## config.mk

```make
export PLATFORM = sky130hd
export DESIGN_NAME = phase_angle_dimmer_4ch_unit_flat
export DESIGN_NICKNAME = d
export VERILOG_FILES = /design/src/rtl/pad4_pkg.sv /design/src/rtl/pad4_if.sv /design/src/rtl/phase_angle_dimmer_4ch_unit.sv /design/src/rtl/pad4_chan_bank.sv /design/src/flat_wrapper.sv
export VERILOG_INCLUDE_DIRS = /design/src /design/src/rtl
export SDC_FILE = /design/constraint.sdc
export NUM_CORES = 1
export LEC_CHECK = 0
export BUFFER_PORTS_ARGS = -buffer_cell sky130_fd_sc_hd__buf_2
export CORE_MARGIN = 2
export CORE_UTILIZATION = 50
export CTS_CLUSTER_SIZE = 20
export DETAILED_ROUTE_END_ITERATION = 8
export PLACE_DENSITY = 0.7
export SETUP_SLACK_MARGIN = 0.2
export SYNTH_ARGS = -nofsm -noshare
export SYNTH_HDL_FRONTEND = slang
export SYNTH_SLANG_ARGS = --single-unit
export TNS_END_PERCENT = 100
```

## constraint.sdc

```tcl
create_clock -name clk -period 8.7 [get_ports clk]
set_input_delay 1.305 -clock clk [delete_from_list [all_inputs] [get_ports clk]]
set_output_delay 1.305 -clock clk [all_outputs]
set_load 0.1 [all_outputs]
```

## src/rtl/phase_angle_dimmer_4ch_unit_assert.svh

```systemverilog
// assertion macros for the phase angle dimmer block
// no dependencies; included by the top level only
`ifndef PHASE_ANGLE_DIMMER_4CH_UNIT_ASSERT_SVH
`define PHASE_ANGLE_DIMMER_4CH_UNIT_ASSERT_SVH

`ifndef SYNTHESIS

// checked property, idle while reset is held
`define PAD4_ASSERT(lbl, clk, rst_n, prop) \
  lbl: assert property (@(posedge clk) disable iff (!rst_n) prop) \
    else $error("pad4 assertion failed");

// checked property, also active during reset
`define PAD4_ASSERT_ALWAYS(lbl, clk, prop) \
  lbl: assert property (@(posedge clk) prop) \
    else $error("pad4 assertion failed");

`else

`define PAD4_ASSERT(lbl, clk, rst_n, prop)
`define PAD4_ASSERT_ALWAYS(lbl, clk, prop)

`endif

`endif

```

## src/rtl/pad4_pkg.sv

```systemverilog
// shared constants, codes and types of the phase angle dimmer
// no dependencies
package pad4_pkg;

  localparam int CHANNELS   = 4;
  localparam int CH_W       = $clog2(CHANNELS);
  localparam int OP_W       = 2;
  localparam int CTL_W      = 7;
  localparam int VAL_W      = 7;
  localparam int LEVEL_W    = 8;
  localparam int PHASE_W    = 8;
  localparam int DIV_W      = 8;
  localparam int FS_W       = 7;
  localparam int CFG_IDX_W  = 2;
  localparam int CFG_DATA_W = 8;

  localparam logic [LEVEL_W-1:0] LEVEL_OFF      = 8'h80;
  localparam logic [PHASE_W-1:0] PHASE_MAX      = 8'hFF;
  localparam logic [FS_W-1:0]    FULL_SCALE_RST = 7'd110;
  localparam logic [DIV_W-1:0]   KHZ_DIV_RST    = 8'd18;

  // item operation codes
  typedef enum logic [OP_W-1:0] {
    OP_TICK        = 2'd0,
    OP_ZERO_CROSS  = 2'd1,
    OP_CTRL_CHANGE = 2'd2
  } op_t;

  // configuration register indexes
  typedef enum logic [CFG_IDX_W-1:0] {
    CFG_FULL_SCALE = 2'd0,
    CFG_KHZ_DIVIDE = 2'd1
  } cfg_idx_t;

  // per-item command to the channel bank
  typedef struct packed {
    logic               tick;
    logic               zero_cross;
    logic               ctrl_change;
    logic [CH_W-1:0]    chan;
    logic [LEVEL_W-1:0] level;
    logic [PHASE_W-1:0] phase_nxt;
  } bank_cmd_t;

  // level = 128 - dim, dim clamped at zero
  function automatic logic [LEVEL_W-1:0] level_of(input logic [VAL_W-1:0] value,
                                                  input logic [FS_W-1:0] full_scale);
    logic [FS_W-1:0] dim;
    dim = (value > full_scale) ? '0 : FS_W'(full_scale - value);
    return LEVEL_W'(LEVEL_OFF - {1'b0, dim});
  endfunction

endpackage

```

## src/rtl/pad4_if.sv

```systemverilog
// channel interfaces: input items, result items, configuration writes
// depends on pad4_pkg
interface pad4_in_if;
  import pad4_pkg::*;
  logic             valid;
  logic             ready;
  logic [OP_W-1:0]  operation;
  logic [CTL_W-1:0] controller;
  logic [VAL_W-1:0] value;
  modport source (output valid, operation, controller, value, input ready);
  modport sink   (input valid, operation, controller, value, output ready);
endinterface

interface pad4_out_if;
  import pad4_pkg::*;
  logic                valid;
  logic                ready;
  logic [CHANNELS-1:0] lamp_drive;
  logic                slow_pulse;
  logic                clock_out;
  modport source (output valid, lamp_drive, slow_pulse, clock_out, input ready);
  modport sink   (input valid, lamp_drive, slow_pulse, clock_out, output ready);
endinterface

interface pad4_cfg_if;
  import pad4_pkg::*;
  logic                  valid;
  logic                  ready;
  logic [CFG_IDX_W-1:0]  index;
  logic [CFG_DATA_W-1:0] data;
  modport source (output valid, index, data, input ready);
  modport sink   (input valid, index, data, output ready);
endinterface

```

## src/rtl/phase_angle_dimmer_4ch_unit.sv

```systemverilog
// top level of the four channel phase angle dimmer
// depends on pad4_pkg, pad4_if, pad4_chan_bank and the assertion header
//
//  port     dir   contents
//  in_ch    sink  operation, controller, value
//  out_ch   src   lamp_drive, slow_pulse, clock_out
//  cfg_ch   sink  index, data (full_scale, khz_divide)
//
// state and result register load on the input transfer
// results appear in the cycle after the transfer; an item can follow every cycle unless a result is stalled
// a stalled result holds in_ch.ready low only while out_ch.ready is low
// synchronous active low reset clears counters, levels to off, drive bits
// configuration writes are always taken (cfg_ch.ready is tied high)
`include "phase_angle_dimmer_4ch_unit_assert.svh"

module phase_angle_dimmer_4ch_unit (
  input  logic        clk,
  input  logic        rst_n,
  pad4_in_if.sink     in_ch,
  pad4_out_if.source  out_ch,
  pad4_cfg_if.sink    cfg_ch
);
  import pad4_pkg::*;

  logic [FS_W-1:0]     full_scale_r;
  logic [DIV_W-1:0]    khz_div_r;
  logic [PHASE_W-1:0]  phase_r, phase_nxt;
  logic [DIV_W-1:0]    div_r, div_nxt, div_inc;
  logic                clock_r, clock_nxt;
  logic                out_valid_r;
  logic [CHANNELS-1:0] lamp_r;
  logic                slow_r, clko_r;
  logic [CHANNELS-1:0] drive_nxt;
  logic                in_xfer, tick, zc, cc, pulse;
  bank_cmd_t           cmd;

  // input transfer decode
  assign in_ch.ready = !out_valid_r || out_ch.ready;
  assign in_xfer     = in_ch.valid && in_ch.ready;
  assign tick = in_xfer && (in_ch.operation == OP_TICK);
  assign zc   = in_xfer && (in_ch.operation == OP_ZERO_CROSS);
  assign cc   = in_xfer && (in_ch.operation == OP_CTRL_CHANGE);

  // configuration writes
  assign cfg_ch.ready = 1'b1;
  always_ff @(posedge clk) begin
    if (!rst_n) begin
      full_scale_r <= FULL_SCALE_RST;
      khz_div_r    <= KHZ_DIV_RST;
    end else if (cfg_ch.valid) begin
      unique case (cfg_ch.index)
        CFG_FULL_SCALE: full_scale_r <= cfg_ch.data[FS_W-1:0];
        CFG_KHZ_DIVIDE: khz_div_r    <= cfg_ch.data[DIV_W-1:0];
        default: ;
      endcase
    end
  end

  // phase counter, saturating on tick, cleared on zero cross
  always_comb begin
    phase_nxt = phase_r;
    if (tick && (phase_r != PHASE_MAX)) begin
      phase_nxt = PHASE_W'(phase_r + 1'b1);
    end else if (zc) begin
      phase_nxt = '0;
    end
  end

  // tick divider and clock toggle
  assign div_inc   = DIV_W'(div_r + 1'b1);
  assign pulse     = tick && (div_inc == khz_div_r);
  assign div_nxt   = !tick ? div_r : (pulse ? '0 : div_inc);
  assign clock_nxt = clock_r ^ tick;

  always_ff @(posedge clk) begin
    if (!rst_n) begin
      phase_r <= '0;
      div_r   <= '0;
      clock_r <= 1'b0;
    end else begin
      phase_r <= phase_nxt;
      div_r   <= div_nxt;
      clock_r <= clock_nxt;
    end
  end

  // channel bank command
  always_comb begin
    cmd.tick        = tick;
    cmd.zero_cross  = zc;
    cmd.ctrl_change = cc;
    cmd.chan        = in_ch.controller[CH_W-1:0];
    cmd.level       = level_of(in_ch.value, full_scale_r);
    cmd.phase_nxt   = phase_nxt;
  end

  pad4_chan_bank u_bank (
    .clk       (clk),
    .rst_n     (rst_n),
    .cmd       (cmd),
    .drive_nxt (drive_nxt)
  );

  // result register
  always_ff @(posedge clk) begin
    if (!rst_n) begin
      out_valid_r <= 1'b0;
    end else if (in_xfer) begin
      out_valid_r <= 1'b1;
    end else if (out_ch.ready) begin
      out_valid_r <= 1'b0;
    end
  end

  always_ff @(posedge clk) begin
    if (in_xfer) begin
      lamp_r <= drive_nxt;
      slow_r <= pulse;
      clko_r <= clock_nxt;
    end
  end

  assign out_ch.valid      = out_valid_r;
  assign out_ch.lamp_drive = lamp_r;
  assign out_ch.slow_pulse = slow_r;
  assign out_ch.clock_out  = clko_r;

  // checks
  `PAD4_ASSERT(a_xfer_gives_result, clk, rst_n, in_xfer |=> out_valid_r)
  `PAD4_ASSERT(a_zc_clears_phase, clk, rst_n, zc |=> (phase_r == '0))
  `PAD4_ASSERT(a_tick_toggles, clk, rst_n, tick |=> (clock_r != $past(clock_r)))
  `PAD4_ASSERT(a_pulse_only_tick, clk, rst_n, (in_xfer && !tick) |=> !slow_r)

endmodule

```

## src/rtl/pad4_chan_bank.sv

```systemverilog
// channel levels and gate drive bits, with the per-channel compares
// depends on pad4_pkg
module pad4_chan_bank (
  input  logic                         clk,
  input  logic                         rst_n,
  input  pad4_pkg::bank_cmd_t          cmd,
  output logic [pad4_pkg::CHANNELS-1:0] drive_nxt
);
  import pad4_pkg::*;

  logic [LEVEL_W-1:0]  level_r [CHANNELS];
  logic [CHANNELS-1:0] drive_r;

  // gate update: tick turns on past the level, zero cross turns off channels whose level is nonzero
  always_comb begin
    drive_nxt = drive_r;
    for (int k = 0; k < CHANNELS; k++) begin
      if (cmd.tick && (level_r[k] < cmd.phase_nxt)) begin
        drive_nxt[k] = 1'b1;
      end
      if (cmd.zero_cross && (level_r[k] != '0)) begin
        drive_nxt[k] = 1'b0;
      end
    end
  end

  // level and drive state
  always_ff @(posedge clk) begin
    if (!rst_n) begin
      drive_r <= '0;
      for (int k = 0; k < CHANNELS; k++) begin
        level_r[k] <= LEVEL_OFF;
      end
    end else begin
      drive_r <= drive_nxt;
      if (cmd.ctrl_change) begin
        level_r[cmd.chan] <= cmd.level;
      end
    end
  end

endmodule
```

## src/flat_wrapper.sv

```systemverilog
// flat-port wrapper written by rule: the top's interface ports become plain ports
module phase_angle_dimmer_4ch_unit_flat import pad4_pkg::*;
  (clk, rst_n, in_ch_valid, in_ch_operation, in_ch_controller, in_ch_value, in_ch_ready, out_ch_valid, out_ch_lamp_drive, out_ch_slow_pulse, out_ch_clock_out, out_ch_ready, cfg_ch_valid, cfg_ch_index, cfg_ch_data, cfg_ch_ready);
  pad4_in_if in_ch_i ();
  pad4_out_if out_ch_i ();
  pad4_cfg_if cfg_ch_i ();
  input  logic clk;
  input  logic rst_n;
  input wire logic [$bits(in_ch_i.valid)-1:0] in_ch_valid;
  input wire logic [$bits(in_ch_i.operation)-1:0] in_ch_operation;
  input wire logic [$bits(in_ch_i.controller)-1:0] in_ch_controller;
  input wire logic [$bits(in_ch_i.value)-1:0] in_ch_value;
  output wire logic [$bits(in_ch_i.ready)-1:0] in_ch_ready;
  output wire logic [$bits(out_ch_i.valid)-1:0] out_ch_valid;
  output wire logic [$bits(out_ch_i.lamp_drive)-1:0] out_ch_lamp_drive;
  output wire logic [$bits(out_ch_i.slow_pulse)-1:0] out_ch_slow_pulse;
  output wire logic [$bits(out_ch_i.clock_out)-1:0] out_ch_clock_out;
  input wire logic [$bits(out_ch_i.ready)-1:0] out_ch_ready;
  input wire logic [$bits(cfg_ch_i.valid)-1:0] cfg_ch_valid;
  input wire logic [$bits(cfg_ch_i.index)-1:0] cfg_ch_index;
  input wire logic [$bits(cfg_ch_i.data)-1:0] cfg_ch_data;
  output wire logic [$bits(cfg_ch_i.ready)-1:0] cfg_ch_ready;
  assign in_ch_i.valid = in_ch_valid;
  assign in_ch_i.operation = in_ch_operation;
  assign in_ch_i.controller = in_ch_controller;
  assign in_ch_i.value = in_ch_value;
  assign in_ch_ready = in_ch_i.ready;
  assign out_ch_valid = out_ch_i.valid;
  assign out_ch_lamp_drive = out_ch_i.lamp_drive;
  assign out_ch_slow_pulse = out_ch_i.slow_pulse;
  assign out_ch_clock_out = out_ch_i.clock_out;
  assign out_ch_i.ready = out_ch_ready;
  assign cfg_ch_i.valid = cfg_ch_valid;
  assign cfg_ch_i.index = cfg_ch_index;
  assign cfg_ch_i.data = cfg_ch_data;
  assign cfg_ch_ready = cfg_ch_i.ready;
  phase_angle_dimmer_4ch_unit u_core (.clk(clk), .rst_n(rst_n), .in_ch(in_ch_i), .out_ch(out_ch_i), .cfg_ch(cfg_ch_i));
endmodule
```

==> impl_metrics.toml <==
[detailed_routing]
drc = 0
firstDrtPassIters = 4
wirelength_mm = 10.4
wl_per_cell_um = 16.9
vias_per_cell = 6.03
drtAntennaViolNets = 0
vias = 3714
drt_iter0_drc = 149

[placement]
portBuffers = 33
place_congestion = 0.830
place_area_um2 = 4810
dp_hpwl_mm = 7.93

[sta]
finalMaxSlewViolations = 0
setup_violations = 0
tightest_slew_ps = 953
finalClockSkew_ps = 10.2
tns_ps = 0
finalCritPeriodShare = 0.484
max-slew-margin-rel = 0.362
fin_crit_ps = 4210
rsz0062_at_grt = "false"
hold_violations = 0
fmax_mhz = 238

[logic_synthesis]
yosysSeqAreaShare = 0.410
ys_async_sr_fraction = 0
yosysTopAreaCell = "edfxtp_1"
synth-seq-cells = 75
avgSynthCellArea_um2 = 9.67
synth_cell_type_count = 70
synth_edf_count = 38
syn-num-nets = 544
yosys_warnings = 0
synthCells = 474
synth_top_area_share = 0.249
syn_area_um2 = 4580
synth_ff_type = "edfxtp_1"
synthTopCellsByArea = "edfxtp_1 25%, dfxtp_1 16%, ha_1 10%, nor2_1 3.8%, mux2i_1 3.3%"

[critical_path]
reg2reg_slack_ps = 5240
cp.arrival_ps = 4430
startpoint_type = "input port"
critPathSlowestCell = "a21oi_1"
cp.required_ps = 8920
critPathCaptureType = "flop"
r2r_start = "u_core.full_scale_r[2]"
path_max_fanout = 11
crit_chain = "buf_2, inv_1, ha_1, o21ai_0, a21oi_1, a41o_2, nand2b_1, ha_1, nor2b_1, o21ai_0, o2111ai_1, a31oi_1, and2_1"
r2r_end = "u_core.u_bank.level_r[1][4]"
r2r_cells = 11
critPathKind = "input port to flop"
critPathBufInv = 2
path_delay_family = "compound AO/OA/AOI/OAI gates"
critical_path.max_stage_delay_ps = 650

[clock_tree]
cts-root-buf = "clkbuf_8"
cts_buffers = 9
cts_sinks = 75
cts_buffer_depth = 2
clk_pin_slew_ps = 80
cts_resized = 0
h-tree-depth = 3
clock_latency_ps = 350
cts_setup_buffers = 0
cts_tree = "done"
cts_hold_buf = 0

[worst_hold_path]
hold_path.class = "flop to flop"
whs_path_depth = 2
worstHoldStart = "u_core.full_scale_r[2]"
holdPathEnd = "u_core.full_scale_r[2]"

[floorplanning]
die_width_um = 99.8
die_y_um = 99.8
start_util = 0.521
dieArea_um2 = 9950
num_rows = 34
ios = 40
core_area_um2 = 8810

[grt]
use_met2 = 0.366
grt_use_met1 = 0.305
gr-total-overflow = 0
use_met3 = 0.0372
grt_start_max_net_pins = 25
first_global_vias = 3690
busiest_layer = "met2"
antenna_found_initial = 0
track_usage = 0.227
grt_pass1_wl_mm = 18.0

[final_layout]
fill_cells = 797
utilization = 0.574
antennaDiodeCount = 0
layout-drive-gt1-share = 0.144
nets = 573
postLayoutCellArea_um2 = 5060
syn_to_final_growth_pct = 10.3

[flow_run]
drv_cap = 0

[pwr]
max-vdd-ir-drop_mv = 0.0663
p_leak_nw = 2.05
power.density_nw_per_um2 = 164

[outcome]
status = "finished, final reports clean"
## flip-flops by register name (all words and copies together), names as in the netlist
| name | flops |
|---|---|
| u_core.out_ch.clock_out | 1 |
| u_core.full_scale_r | 7 |
| u_core.out_ch.valid | 1 |
| u_core.div_r | 8 |
| u_core.u_bank.drive_r | 4 |
| u_core.khz_div_r | 8 |
| u_core.u_bank.level_r | 32 |
| u_core.out_ch.lamp_drive | 4 |
| u_core.phase_r | 8 |
| u_core.out_ch.slow_pulse | 1 |
| u_core.clock_r | 1 |
## cells in the final DEF, fill, tap and decap left out, drive strengths merged, types with 4 or more instances in the layout
master and count:
nand3 18, or3 5, xor2 7, a211oi 6
a21o 13, nand4 10, nor3 7, nor2b 6
o21a 4, inv 24, dfxtp 37, and2 14
and3 7, o211ai 7, buf 36, nor4 12
nor2 47, nand2b 6, a21oi 24, o31ai 5
o21ai 14, edfxtp 38, nand2 30, xnor2 7
mux2i 15, clkbuf 14, o22ai 5, ha 38
## worst max path at each step
stage          depth (start not counted)  slack, ps                           to      startpoint
3_3_place_gp                          13       4190  u_core.u_bank.level_r[1][4]  in_ch_value[2]
5_1_grt                               13       4220  u_core.u_bank.level_r[0][4]  in_ch_value[2]
6_report                              13       4490  u_core.u_bank.level_r[1][4]  in_ch_value[2]
2_1_floorplan                         12       4810  u_core.u_bank.level_r[0][4]  in_ch_value[2]
3_5_place_dp                          13       4140  u_core.u_bank.level_r[1][4]  in_ch_value[2]
4_1_cts                               13       4520  u_core.u_bank.level_r[1][4]  in_ch_value[2]
## worst min-delay path, stage by stage (launching register included)
cell	delay, ps
dfxtp_1	340
mux2i_1	70
nand2_1	60
## through the flow
step	std cells	hold WS (ps)	total power, mW	setup WS [ps]
after floorplan	474	446	0.501	4810
after global placement	600	473	0.528	4190
after detailed placement	600	478	0.533	4140
after CTS	616	499	0.835	4520
after global routing	616	519	0.863	4220
final	616	490	0.831	4490
## power by group
part | switching (mW) | internal (mW)
clock network | 0.129 | 0.175
logic | 0.0879 | 0.0459
registers | 0.0102 | 0.383
total | 0.227 | 0.604
## synth_stat cells (4+ instances only)
library cell,number
inv_1,22
a21oi_1,22
nand2b_1,6
xor2_1,7
or3_1,4
and2_1,14
dfxtp_1,37
nand2_1,30
o211ai_1,7
buf_2,5
and3_1,5
mux2i_1,15
nand4_1,10
ha_1,38
nor2_1,47
o31ai_1,5
nand3_1,18
o21a_1,4
xnor2_1,6
nor2b_1,5
a21o_1,13
nor4_1,12
a211oi_1,6
o21ai_0,12
clkbuf_1,7
edfxtp_1,38
nor3_1,7
o22ai_1,5
## kinds of logic after synthesis
logic type,after synthesis,share of synthesized area
and+or+nand+nor,179,0.204
AOI/OAI and AO/OA,107,0.167
DFF,75,0.410
buffers and inverters,41,0.0407
adders and majority gates,39,0.108
muxes,18,0.0401
xor gates and xnor gates,14,0.0284
other,1,0.000818
## final cells by class
type / count / area (um2) / share of cell area
Inverter: 23 / 86.3 / 0.0171
Clock inverter: 2 / 17.5 / 0.00346
Tap cell: 108 / 135 / 0.0267
Multi-Input combinational cell: 358 / 2520 / 0.499
Clock buffer: 14 / 228 / 0.0450
Sequential cell: 75 / 1880 / 0.372
Timing Repair Buffer: 36 / 188 / 0.0371
## layer usage
| metal | part of all wire | vias to the layer above |
|---|---|---|
| li1 | - | 1825 |
| met1 | 0.46 | 1759 |
| met2 | 0.47 | 113 |
| met3 | 0.055 | 17 |
| met4 | 0.020 | 0 |
| met5 | 0 | - |
No activity file was read; power rests on OpenSTA's default activity.
